--- src/sv/kvp_pkg.sv ---
// Shared types and constants of the key-value packet stream parser.
`timescale 1ns / 1ps
`default_nettype none

package kvp_pkg;

    localparam logic [15:0] HDR_LEN     = 16'd4;
    localparam logic [15:0] MIN_SIZE    = 16'd6;
    localparam logic [15:0] MAX_SIZE_RST = 16'hFFFF;
    localparam logic [7:0]  ASCII_SPACE = 8'h20;
    localparam logic [7:0]  ASCII_NL    = 8'h0A;

    typedef enum logic [2:0] {
        ST_OK      = 3'd0,
        ST_BADHEX  = 3'd1,
        ST_SMALL   = 3'd2,
        ST_LIMIT   = 3'd3,
        ST_TRUNC   = 3'd4,
        ST_NOSPACE = 3'd5,
        ST_NONL    = 3'd6
    } status_t;

    typedef enum logic [1:0] {
        PH_HEADER = 2'd0,
        PH_BODY   = 2'd1,
        PH_DROP   = 2'd2
    } phase_t;

    typedef struct packed {
        logic [7:0] data_byte;
        logic       buffer_end;
    } kvp_in_t;

    typedef struct packed {
        status_t     status;
        logic [15:0] packet_size;
        logic [15:0] key_len;
        logic [15:0] value_len;
    } kvp_out_t;

    typedef struct packed {
        logic       hex_ok;
        logic [3:0] hex_val;
        logic       is_space;
        logic       is_nl;
        logic       last;
    } kvp_cls_t;

endpackage

`default_nettype wire

--- src/sv/kvp_front.sv ---
// Front end: accepts input words and classifies each byte for the back end.
`timescale 1ns / 1ps
`default_nettype none

module kvp_front (
    input  wire logic             in_valid,
    output logic                  in_stall,
    input  wire kvp_pkg::kvp_in_t in_word,
    input  wire logic             q_full,
    output logic                  q_push,
    output kvp_pkg::kvp_cls_t     q_word
);

    logic [7:0] b;
    logic       is_digit;
    logic       is_lower;

    always_comb
    begin
        b        = in_word.data_byte;
        is_digit = (b >= 8'h30) && (b <= 8'h39);
        is_lower = (b >= 8'h61) && (b <= 8'h66);

        q_word.hex_ok   = is_digit || is_lower;
        q_word.hex_val  = is_digit ? b[3:0] : 4'(b[3:0] + 4'd9);
        q_word.is_space = (b == kvp_pkg::ASCII_SPACE);
        q_word.is_nl    = (b == kvp_pkg::ASCII_NL);
        q_word.last     = in_word.buffer_end;

        in_stall = q_full;
        q_push   = in_valid && !q_full;
    end

endmodule

`default_nettype wire

--- src/sv/kvp_queue.sv ---
// Short queue of classified words between the front end and the back end.
`timescale 1ns / 1ps
`default_nettype none

module kvp_queue #(
    parameter int DEPTH = 4
) (
    input  wire logic              clk,
    input  wire logic              rst_n,
    input  wire logic              push,
    input  wire kvp_pkg::kvp_cls_t push_word,
    input  wire logic              pop,
    output kvp_pkg::kvp_cls_t      head_word,
    output logic                   full,
    output logic                   empty
);

    localparam int PTR_W = (DEPTH > 1) ? $clog2(DEPTH) : 1;
    localparam int CNT_W = $clog2(DEPTH + 1);

    kvp_pkg::kvp_cls_t slot_reg [DEPTH];
    logic [PTR_W-1:0]  wr_ptr_reg;
    logic [PTR_W-1:0]  wr_ptr_next;
    logic [PTR_W-1:0]  rd_ptr_reg;
    logic [PTR_W-1:0]  rd_ptr_next;
    logic [CNT_W-1:0]  count_reg;
    logic [CNT_W-1:0]  count_next;

    always_comb
    begin
        full      = (count_reg == CNT_W'(DEPTH));
        empty     = (count_reg == '0);
        head_word = slot_reg[rd_ptr_reg];

        wr_ptr_next = wr_ptr_reg;
        rd_ptr_next = rd_ptr_reg;
        count_next  = count_reg;
        if (push)
        begin
            wr_ptr_next = (wr_ptr_reg == PTR_W'(DEPTH - 1)) ? '0 : PTR_W'(wr_ptr_reg + 1'b1);
        end
        if (pop)
        begin
            rd_ptr_next = (rd_ptr_reg == PTR_W'(DEPTH - 1)) ? '0 : PTR_W'(rd_ptr_reg + 1'b1);
        end
        if (push && !pop)
        begin
            count_next = CNT_W'(count_reg + 1'b1);
        end
        else if (pop && !push)
        begin
            count_next = CNT_W'(count_reg - 1'b1);
        end
    end

    always_ff @(posedge clk or negedge rst_n)
    begin
        if (!rst_n)
        begin
            wr_ptr_reg <= '0;
            rd_ptr_reg <= '0;
            count_reg  <= '0;
        end
        else
        begin
            wr_ptr_reg <= wr_ptr_next;
            rd_ptr_reg <= rd_ptr_next;
            count_reg  <= count_next;
        end
    end

    always_ff @(posedge clk)
    begin
        if (push)
        begin
            slot_reg[wr_ptr_reg] <= push_word;
        end
    end

    a_no_pop_empty: assert property (@(posedge clk) disable iff (!rst_n)
        pop |-> !empty)
        else $error("Queue popped while empty.");

    a_no_push_full: assert property (@(posedge clk) disable iff (!rst_n)
        push |-> !full)
        else $error("Queue pushed while full.");

    a_count_range: assert property (@(posedge clk) disable iff (!rst_n)
        count_reg <= CNT_W'(DEPTH))
        else $error("Queue count exceeds the depth.");

endmodule

`default_nettype wire

--- src/sv/kvp_back.sv ---
// Back end: packet state machine, size register and registered result word.
`timescale 1ns / 1ps
`default_nettype none

module kvp_back (
    input  wire logic              clk,
    input  wire logic              rst_n,
    input  wire logic              cfg_we,
    input  wire logic [15:0]       cfg_data,
    input  wire logic              q_empty,
    input  wire kvp_pkg::kvp_cls_t q_word,
    output logic                   q_pop,
    output logic                   out_valid,
    input  wire logic              out_stall,
    output kvp_pkg::kvp_out_t      out_word
);

    kvp_pkg::phase_t   phase_reg;
    kvp_pkg::phase_t   phase_next;
    logic [1:0]        digit_cnt_reg;
    logic [1:0]        digit_cnt_next;
    logic [15:0]       size_reg;
    logic [15:0]       size_next;
    logic [15:0]       byte_cnt_reg;
    logic [15:0]       byte_cnt_next;
    logic [15:0]       space_off_reg;
    logic [15:0]       space_off_next;
    logic              space_seen_reg;
    logic              space_seen_next;
    logic [15:0]       max_size_reg;
    logic              out_valid_reg;
    logic              out_valid_next;
    kvp_pkg::kvp_out_t out_word_reg;
    kvp_pkg::kvp_out_t out_word_next;

    logic              take;
    logic              emit;
    logic              restart;
    logic              to_drop;
    logic [15:0]       bc_inc;
    logic [15:0]       size_new;
    kvp_pkg::kvp_out_t res;

    always_comb
    begin
        take    = !q_empty && (!out_valid_reg || !out_stall);
        q_pop   = take;
        emit    = 1'b0;
        restart = 1'b0;
        to_drop = 1'b0;
        res     = '0;
        bc_inc   = 16'(byte_cnt_reg + 1'b1);
        size_new = {size_reg[11:0], q_word.hex_val};

        phase_next      = phase_reg;
        digit_cnt_next  = digit_cnt_reg;
        size_next       = size_reg;
        byte_cnt_next   = byte_cnt_reg;
        space_off_next  = space_off_reg;
        space_seen_next = space_seen_reg;

        if (take)
        begin
            unique case (phase_reg)
                kvp_pkg::PH_DROP:
                begin
                    restart = q_word.last;
                end
                kvp_pkg::PH_BODY:
                begin
                    byte_cnt_next = bc_inc;
                    if (q_word.is_space && !space_seen_reg)
                    begin
                        space_seen_next = 1'b1;
                        space_off_next  = byte_cnt_reg;
                    end
                    if (bc_inc == size_reg)
                    begin
                        emit            = 1'b1;
                        restart         = 1'b1;
                        res.packet_size = size_reg;
                        if (!q_word.is_nl)
                        begin
                            res.status = kvp_pkg::ST_NONL;
                        end
                        else if (!space_seen_reg)
                        begin
                            res.status = kvp_pkg::ST_NOSPACE;
                        end
                        else
                        begin
                            res.status    = kvp_pkg::ST_OK;
                            res.key_len   = 16'(space_off_reg - kvp_pkg::HDR_LEN);
                            res.value_len = 16'(size_reg - space_off_reg
                                                - (kvp_pkg::MIN_SIZE - kvp_pkg::HDR_LEN));
                        end
                    end
                    else if (q_word.last)
                    begin
                        emit            = 1'b1;
                        restart         = 1'b1;
                        res.status      = kvp_pkg::ST_TRUNC;
                        res.packet_size = size_reg;
                    end
                end
                default:
                begin
                    if (!q_word.hex_ok)
                    begin
                        emit       = 1'b1;
                        restart    = 1'b1;
                        to_drop    = !q_word.last;
                        res.status = kvp_pkg::ST_BADHEX;
                    end
                    else if (digit_cnt_reg == 2'd3)
                    begin
                        res.packet_size = size_new;
                        if (size_new > max_size_reg)
                        begin
                            emit       = 1'b1;
                            restart    = 1'b1;
                            to_drop    = !q_word.last;
                            res.status = kvp_pkg::ST_LIMIT;
                        end
                        else if (size_new < kvp_pkg::MIN_SIZE)
                        begin
                            emit       = 1'b1;
                            restart    = 1'b1;
                            to_drop    = !q_word.last;
                            res.status = kvp_pkg::ST_SMALL;
                        end
                        else if (q_word.last)
                        begin
                            emit       = 1'b1;
                            restart    = 1'b1;
                            res.status = kvp_pkg::ST_TRUNC;
                        end
                        else
                        begin
                            phase_next     = kvp_pkg::PH_BODY;
                            size_next      = size_new;
                            digit_cnt_next = 2'd0;
                            byte_cnt_next  = bc_inc;
                        end
                    end
                    else if (q_word.last)
                    begin
                        emit       = 1'b1;
                        restart    = 1'b1;
                        res.status = kvp_pkg::ST_TRUNC;
                    end
                    else
                    begin
                        size_next      = size_new;
                        digit_cnt_next = 2'(digit_cnt_reg + 1'b1);
                        byte_cnt_next  = bc_inc;
                    end
                end
            endcase
        end

        if (restart)
        begin
            phase_next      = to_drop ? kvp_pkg::PH_DROP : kvp_pkg::PH_HEADER;
            digit_cnt_next  = 2'd0;
            size_next       = '0;
            byte_cnt_next   = '0;
            space_off_next  = '0;
            space_seen_next = 1'b0;
        end

        if (emit)
        begin
            out_valid_next = 1'b1;
            out_word_next  = res;
        end
        else
        begin
            out_valid_next = out_valid_reg && out_stall;
            out_word_next  = out_word_reg;
        end

        out_valid = out_valid_reg;
        out_word  = out_word_reg;
    end

    always_ff @(posedge clk or negedge rst_n)
    begin
        if (!rst_n)
        begin
            phase_reg      <= kvp_pkg::PH_HEADER;
            digit_cnt_reg  <= '0;
            size_reg       <= '0;
            byte_cnt_reg   <= '0;
            space_off_reg  <= '0;
            space_seen_reg <= 1'b0;
            max_size_reg   <= kvp_pkg::MAX_SIZE_RST;
            out_valid_reg  <= 1'b0;
        end
        else
        begin
            phase_reg      <= phase_next;
            digit_cnt_reg  <= digit_cnt_next;
            size_reg       <= size_next;
            byte_cnt_reg   <= byte_cnt_next;
            space_off_reg  <= space_off_next;
            space_seen_reg <= space_seen_next;
            out_valid_reg  <= out_valid_next;
            if (cfg_we)
            begin
                max_size_reg <= cfg_data;
            end
        end
    end

    always_ff @(posedge clk)
    begin
        out_word_reg <= out_word_next;
    end

    a_body_counts: assert property (@(posedge clk) disable iff (!rst_n)
        (phase_reg == kvp_pkg::PH_BODY) |->
            (digit_cnt_reg == 2'd0) && (byte_cnt_reg >= kvp_pkg::HDR_LEN)
            && (byte_cnt_reg < size_reg))
        else $error("Body byte count outside the declared packet.");

    a_ok_lengths: assert property (@(posedge clk) disable iff (!rst_n)
        (out_valid_reg && (out_word_reg.status == kvp_pkg::ST_OK)) |->
            (16'(out_word_reg.key_len + out_word_reg.value_len + kvp_pkg::MIN_SIZE)
             == out_word_reg.packet_size))
        else $error("Key and value lengths do not add up to the packet size.");

    a_no_take_blocked: assert property (@(posedge clk) disable iff (!rst_n)
        (out_valid_reg && out_stall) |-> !q_pop)
        else $error("Word taken from the queue while the result word is blocked.");

endmodule

`default_nettype wire

--- src/sv/kv_packet_stream_parser.sv ---
// Top level of the key-value packet stream parser.
//
// Input words carry one byte of a serialized buffer and a buffer-end mark.
// Each packet is four lower-case hex digits of total length, then key,
// space, value and a newline. One result word leaves per packet: status,
// decoded size, key length and value length; a header error gives one
// result and the rest of the buffer is dropped up to the buffer-end byte.
// Both channels use valid and stall. A byte is accepted each cycle while
// the classified-byte queue has room; the back end retires one queued byte
// per cycle unless a stalled result word blocks it, so throughput is one
// byte per clock. The accepting edge writes a byte into the queue; the
// result register is written when the back end takes that byte from the
// queue head. When the receiver stalls a waiting result word, the word
// holds and the back end stops; the queue of QUEUE_DEPTH entries fills and
// then the input is stalled.
// Reset clears the queue, the packet state and the output valid, and sets
// max_size to 65535. cfg_we writes max_size; the user must write it only
// while the block is idle, which the block itself does not enforce.
`timescale 1ns / 1ps
`default_nettype none

module kv_packet_stream_parser #(
    parameter int QUEUE_DEPTH = 4
) (
    input  wire logic              clk,
    input  wire logic              rst_n,
    input  wire logic              in_valid,
    output logic                   in_stall,
    input  wire kvp_pkg::kvp_in_t  in_word,
    output logic                   out_valid,
    input  wire logic              out_stall,
    output kvp_pkg::kvp_out_t      out_word,
    input  wire logic              cfg_we,
    input  wire logic [15:0]       cfg_data
);

    kvp_pkg::kvp_cls_t push_word;
    kvp_pkg::kvp_cls_t head_word;
    logic              q_push;
    logic              q_pop;
    logic              q_full;
    logic              q_empty;

    kvp_front u_front (
        .in_valid (in_valid),
        .in_stall (in_stall),
        .in_word  (in_word),
        .q_full   (q_full),
        .q_push   (q_push),
        .q_word   (push_word)
    );

    kvp_queue #(
        .DEPTH (QUEUE_DEPTH)
    ) u_queue (
        .clk       (clk),
        .rst_n     (rst_n),
        .push      (q_push),
        .push_word (push_word),
        .pop       (q_pop),
        .head_word (head_word),
        .full      (q_full),
        .empty     (q_empty)
    );

    kvp_back u_back (
        .clk       (clk),
        .rst_n     (rst_n),
        .cfg_we    (cfg_we),
        .cfg_data  (cfg_data),
        .q_empty   (q_empty),
        .q_word    (head_word),
        .q_pop     (q_pop),
        .out_valid (out_valid),
        .out_stall (out_stall),
        .out_word  (out_word)
    );

endmodule

`default_nettype wire
--- config.mk ---
export PLATFORM = sky130hd
export DESIGN_NAME = kv_packet_stream_parser
export DESIGN_NICKNAME = d
export VERILOG_FILES = /design/src/sv/kvp_pkg.sv /design/src/sv/kvp_front.sv /design/src/sv/kvp_queue.sv /design/src/sv/kvp_back.sv /design/src/sv/kv_packet_stream_parser.sv
export SDC_FILE = /design/constraint.sdc
export NUM_CORES = 1
export LEC_CHECK = 0
export ABC_AREA = 1
export BUFFER_PORTS_ARGS = -buffer_cell sky130_fd_sc_hd__buf_4
export CORE_ASPECT_RATIO = 0.75
export CORE_MARGIN = 2
export CORE_UTILIZATION = 28
export DETAILED_ROUTE_END_ITERATION = 7
export SLEW_MARGIN = 20
export SYNTH_ARGS = -nofsm -noshare
export SYNTH_HDL_FRONTEND = slang
export SYNTH_SLANG_ARGS = --single-unit
--- constraint.sdc ---
create_clock -name clk -period 3.69 [get_ports clk]
set_clock_uncertainty 0.1 [all_clocks]
set_input_delay 0.369 -clock clk [delete_from_list [all_inputs] [get_ports clk]]
set_output_delay 0.369 -clock clk [all_outputs]
set_load 0.05 [all_outputs]
==> Yosys cells after proc, flatten, opt, wreduce, memory -nomap -nowiden <==
Memory sizes are Yosys's and may differ from the RTL's.
Index checks and enable logic that the tools add are counted.
{ "totals": {"reg_bits": 128, "mem_bits_rw": 32, "inputBits": 30, "output_inout_bits": 53, "wordCells": 161, "n_memories": 1} }
{ "classes": {"addsub": 10, "order_cmp": 6, "n_eq_ne": 18, "mux": 78, "n_reduce_logical": 33} }
{ "mem_list": {"columns": ["name", "depth", "word_bits", "read_ports", "rd_ports_with_merged_regs", "wr", "line_no", "text"], "rows": [
  ["u_queue.slot_reg", 4, 8, 1, 0, 1, "kvp_queue.sv:21", "kvp_pkg::kvp_cls_t slot_reg [DEPTH];"]
]} }
{ "op_table": {"columns": ["op", "count"], "rows": [
  ["16-bit two-way mux", 21],
  ["2-bit two-way mux", 20],
  ["19-bit two-way mux", 2],
  ["19-bit case mux with 2 select lines", 1],
  ["16-bit case mux with 2 select lines", 1],
  ["3-bit two-way mux", 9],
  ["1-bit two-way mux", 21],
  ["16-bit by 1-bit adder with 16-bit output (second input constant)", 1],
  ["16-bit == test", 1],
  ["16-bit > comparator", 1],
  ["16-bit by 3-bit less-than comparator with 1-bit output (second input constant)", 1],
  ["16-bit subtractor", 1],
  ["16-bit by 2-bit subtractor with 16-bit output (second input constant)", 1],
  ["16-bit by 3-bit subtractor with 16-bit output (second input constant)", 1],
  ["5-bit AND reduction", 3],
  ["2-bit nonzero test", 6],
  ["2-bit == test (second input constant)", 4],
  ["8-bit by 4-bit == test with 1-bit output (second input constant)", 1],
  ["8-bit by 6-bit == test with 1-bit output (second input constant)", 1],
  ["8-bit by 6-bit >= comparator with 1-bit output (second input constant)", 1],
  ["8-bit by 7-bit >= comparator with 1-bit output (second input constant)", 1],
  ["8-bit by 6-bit less-or-equal comparator with 1-bit output (second input constant)", 1],
  ["8-bit by 7-bit less-or-equal comparator with 1-bit output (second input constant)", 1],
  ["1-bit logical AND", 8],
  ["other kinds (20)", 36]
]} }

==> Longest topological paths before layout <==
An unclocked memory read counts as a cell.
{ "depth": {"depth_word": 10, "ltp_mapped": 24, "ltp_nobuf": 21} }

==> By module <==
From an unflattened synthesis, not the netlist that was laid out.
{ "hier_totals": {"hier_cells": 1118, "hier_area_um2": 9466.6} }
{ "modules_own_cells": {"columns": ["module", "n_inst", "cells_per_inst", "area_each_um2", "seq_area_each_um2"], "rows": [
  ["kvp_back", 1, 916, 7444.6, 3303.2],
  ["kvp_queue", 1, 145, 1707.9, 1136.1],
  ["kvp_front", 1, 57, 314.1, 0.0]
]} }

==> Worst setup path after synthesis <==
No wires, ideal clock.
{ "synth_timing": {"kind": "register to register", "start": "reg u_queue.rd_ptr_reg[0]", "end": "reg u_back.out_word_reg (netlist bit u_back.out_word[0]), enable pin", "setup_ns": 0.405, "arrival_time_ns": 3.294, "required_ns": 3.185, "path_slack_ns": -0.109, "stages_incl_launch_ff": 22, "n_path_buf": 3, "synth_period_minus_slack_ns": 3.799, "path_cell_list": "dfrtp_1 -> buf_4 -> inv_2 -> buf_2 -> nand2_1 -> a32oi_1 -> inv_1 -> ha_1 -> inv_1 -> a21oi_1 -> o21ai_0 -> nand2_1 -> nand3_1 -> nand2_1 -> nand2_1 -> nand3_1 -> nand4_1 -> nand2_1 -> inv_1 -> nand2_2 -> buf_2 -> inv_1"} }
{ "synth_via": {"elab_chain_len": 8, "word_cells_on_any_way": 11, "classes_between": "2 x order compare; 8 x mux; 1 x memory"} }
{ "synth_lines": {"columns": ["item", "line_no", "text"], "rows": [
  ["from (decl)", "kvp_queue.sv:24", "logic [PTR_W-1:0] rd_ptr_reg;"],
  ["from (signal assigned)", "kvp_queue.sv:67", "rd_ptr_reg <= rd_ptr_next;"],
  ["memory 4 x 8 bit (*)", null, null],
  ["16-bit by 3-bit less-than comparator with 1-bit output / 1-bit two-way mux (equally long branches)", null, null],
  ["1-bit two-way mux", "kvp_back.sv:125", "else if (size_new < kvp_pkg::MIN_SIZE)"],
  ["1-bit two-way mux", "kvp_back.sv:118", "if (size_new > max_size_reg)"],
  ["1-bit two-way mux", "kvp_back.sv:115", "else if (digit_cnt_reg == 2'd3)"],
  ["1-bit two-way mux", "kvp_back.sv:108", "if (!q_word.hex_ok)"],
  ["1-bit case mux with 2 select lines (*)", "kvp_back.sv:64", "unique case (phase_reg)"],
  ["1-bit two-way mux (*)", "kvp_back.sv:62", "if (take)"],
  ["net u_back.emit", "kvp_back.sv:37", "logic emit;"],
  ["to (signal assigned)", "kvp_back.sv:218", "out_word_reg <= out_word_next;"],
  ["to (decl)", "kvp_back.sv:33", "kvp_pkg::kvp_out_t out_word_reg;"]
]} }
The timed path passes the listed nets; every way through them passes the cells marked *.
A chain may end at the register's enable or synchronous reset.

==> Final worst setup path <==
{ "layout_timing": {"start": "reg u_back.size_reg[1]", "end": "reg u_back.out_word_reg (netlist bit u_back.out_word[13]), data pin"} }
{ "layout_via": {"elab_chain_len": 2, "word_cells_on_any_way": 4, "classes_between": "2 x add/sub; 1 x eq/ne; 1 x reduce/logical"} }
{ "layout_lines": {"columns": ["item", "line_no", "text"], "rows": [
  ["from (decl)", "kvp_back.sv:22", "logic [15:0] size_reg;"],
  ["from (signal assigned)", "kvp_back.sv:204", "size_reg <= size_next;"],
  ["16-bit subtractor / 16-bit == test (equally long branches)", "kvp_back.sv:94, kvp_back.sv:77", null],
  ["16-bit by 2-bit subtractor with 16-bit output / 5-bit AND reduction (equally long branches)", null, null]
]} }
Several ways; a longest one is shown, not always the timed one.

==> results.md <==
* Net Count, Synth at 1,166
* Die ar. at 0.03475 sq mm
* Initial Util at 28.57%
* Die Height at 161.9 microns
* Fin. max-slew vios at 0
* # nets final at 1,256
* WP data arrival at 3.49 ns
* Critical Path End Type: register
* Hold crit path type: in2reg
* Vias in the first global route at 7,346
* Root Driver: clkbuf_16
* Peak VDD IR at 0.0004159 V
* Count of flip-flops with a built-in enable after synthesis at 83
* Clk sinks at 160
* Top cell type's share of synthesized area at 26.77%
* Yosys reg bits at 160
* Post-synth cell types at 50
* Clock buffer depth at 2
* Met2 Resource Use GR at 21.68%
* Core area at 0.03259 sq mm
* Starting DRT DRC Count at 639
* Dominant synthesized flop cell: edfxtp_1
* Most used cell, CP: inv_1
* Overall global routing resource usage at 14.40%
* CTS tree: built
* FP Rows at 57
* H-tree levels at 4
* Largest register FFs at 51
* Pwr dens at 797.2 mW/mm^2
* Initial antenna violation count at 0
* Worst path max stage delay at 0.48 ns
* Mapped Area at 0.009311 sq mm
* Leading area contributor after synthesis: edfxtp_1
* Crit path time final at 3.402 ns
* Max capacitance violation total at 0
* R2R depth at 13
* GRT overflow at 0
* Largest net degree at the start of global routing at 56
* Final worst path period share at 92.20%
* Share of cells above drive strength 1 at 16.40%
* Reg clk slew, reported paths at 0.08 ns
* RSZ-0062 raised after global routing: no
* Slew HR at 41.44%
* Slowest-stage cell, CP: dfrtp_1
* 1st-pass router iterations at 5
* Final setup violation count at 0
* Fin Hold WS at 0.03461 ns
* Post-synthesis instance total at 1,074
* PortBufs at 82
* Final ANT Viol Nets at 0
* Insertion delay to the later sink of the worst-skew pair at 0.44 ns
* Slew @ Worst Pin at 0.8751 ns
* Placed Cells incl. Taps at 1,586
* DRC viols at 0
* GRT met3 Usage at 3.184%
* Non-filler cells, final at 1,619
* I/O Pins at 83
* GP Congestion at 0.8632
* GRT met1 Usage at 20.84%
* Worst setup margin at 0.2876 ns
* Worst Hold Depth at 1
* Warnings, synthesis at 0
* Worst EP required at 3.78 ns
* Top cells by area, synth: edfxtp_1 (27%), dfrtp_1 (16%), nand2_1 (9.3%), ha_1 (8.1%), inv_1 (5.8%)
* Ordered cell list for the critical path: inv_1, ha_1, inv_1, ha_1, inv_1, fa_1, o31ai_2, inv_1, o221ai_1, a21boi_0, o21ai_0, nand2_1, nor3b_1
* Run status: complete, no violations
* Async S/R FF share, synth at 48.13%
* Num CTS Buffers at 17
* Layer with the highest usage: met2
* CP Class: reg2reg
* Die W at 214.6 microns
* Worst Path Max Fanout at 6
* Routed via count at 7,589
* LEAKAGE at 5.098 nW
* Pre-CTS setup slack at 0.2637 ns
* Via density at 4.687
* Ant. Diodes at 0
* First-pass GRT wire length at 39,790 microns
* Hpwl dp at 17,790 microns
* Seq/Total Area, Yosys at 47.68%
* Worst setup SP type: register
* Maximum clock rate at 0.2939 GHz
* Mean Syn Cell Area at 8.670 sq um
* Area grow syn2layout at 19.20%
* DR WL/cell at 15.21 microns
* Hold Violations, Final at 0
* Total negative slack at 0 ns
* Total wire length at 24,620 microns
power breakdown:
part | total (mW) | internal, mW | switching [mW]
Clock | 1.86 | 1.02 | 0.844
Combinational | 4.19 | 1.14 | 3.05
Sequential | 2.79 | 2.51 | 0.279
metrics by stage:
step | area [sq um] | power (mW) | util [%]
floorplan | 9315 | 5.792 | -
global placement | 10460 | 6.930 | 32.09
detailed placement | 10460 | 7.007 | 32.09
CTS | 11090 | 8.892 | 34.04
global route | 11100 | 9.382 | 34.06
finish | 11100 | 8.848 | 34.06
logic make-up (layout without fill, tap and decap cells):
group / count (synthesis) / in the layout / share of synthesized area [%]
xor gates and xnor gates: 26 / 26 / 2.593
muxes: 2 / 2 / 0.2419
buffers and inverters: 181 / 284 / 7.941
adders and majority gates: 62 / 62 / 8.492
AOI/OAI and AO/OA: 132 / 132 / 7.901
DFF: 160 / 160 / 47.68
and+or+nand+nor: 511 / 511 / 25.15
Yosys cell counts, types with 2 or more instances:
cell      instances
nor3_1            7
or2_2             5
nand2_1         230
nor2_1           94
or3_1             2
dfstp_2          16
mux2_2            2
nand3_1          89
nand3_2          13
inv_2             3
ha_1             60
o21ai_2           2
edfxtp_1         83
nor4_1            5
clkbuf_1         15
inv_1           145
o31ai_1           3
buf_2            12
o21ai_0          42
xnor2_1           6
fa_1              2
a21boi_0          2
buf_6             4
nor3b_1           5
xor2_1           19
o22ai_1           2
o21a_1            4
o21ai_1          14
nand4_1          46
a21oi_1          54
nand2_2           5
dfrtp_1          61
nor2_2            5
worst paths after layout:
| check | slack, ns | endpoint | from |
|---|---|---|---|
| worst max-delay path | 0.29 | u_back.out_word[13] | u_back.size_reg[1] |
| worst min-delay path | 0.03 | u_queue.slot_reg[0][0] | in_word[0] |
| worst max register to register | 0.29 | u_back.out_word[13] | u_back.size_reg[1] |
| worst min register to register | 0.41 | u_back.max_size_reg[14] | u_back.max_size_reg[14] |
| max in group asynchronous | 2.23 | u_back.space_off_reg[14] | rst_n |
| min in group asynchronous | 0.45 | u_back.size_reg[8] | rst_n |
cell type report:
type	count	area (sq um)
fill	3352	21490
sequential	160	4439
multi-input combinational	733	4138
timing repair buffer	104	783.3
inverter	148	559.3
tap	442	553.0
clock buffer	20	500.5
clock inverter	12	126.4
critical path, delay by kind of cell (launching register included):
kind	cells	cell delay (ns)
buffers and inverters	4	0.39
AND/OR/NAND/NOR	2	0.21
flip-flops	1	0.48
adder cells (fa/ha/maj)	3	0.90
AO/OA/AOI/OAI	4	1.09
metal layers:
layer | wire length [microns] | vias up
li1 | - | 3778
met2 | 10450 | 225
met3 | 1579 | 23
met1 | 12290 | 3563
met5 | 0 | -
met4 | 299 | 0
cells in the final DEF (no fill, tap or decap), types with 7 or more instances in the layout:
| cell type | n |
|---|---|
| a21oi_1 | 54 |
| o21ai_0 | 42 |
| nand3_2 | 13 |
| o21ai_1 | 14 |
| dfstp_2 | 16 |
| buf_4 | 103 |
| ha_1 | 60 |
| dfrtp_1 | 61 |
| xor2_1 | 19 |
| nor2_1 | 94 |
| nand4_1 | 46 |
| edfxtp_1 | 83 |
| nor3_1 | 7 |
| inv_1 | 144 |
| nand2_1 | 230 |
| nand3_1 | 89 |
| clkbuf_16 | 20 |
what timing repair did:
action                                  CTS  global route
hold endpoints to repair                 38             0
buffers inserted                          0             0
hold buffers                              1             0
resized for setup                         0             1
endpoints found under the setup margin    0             1
Power figures use the tool's default switching activity.
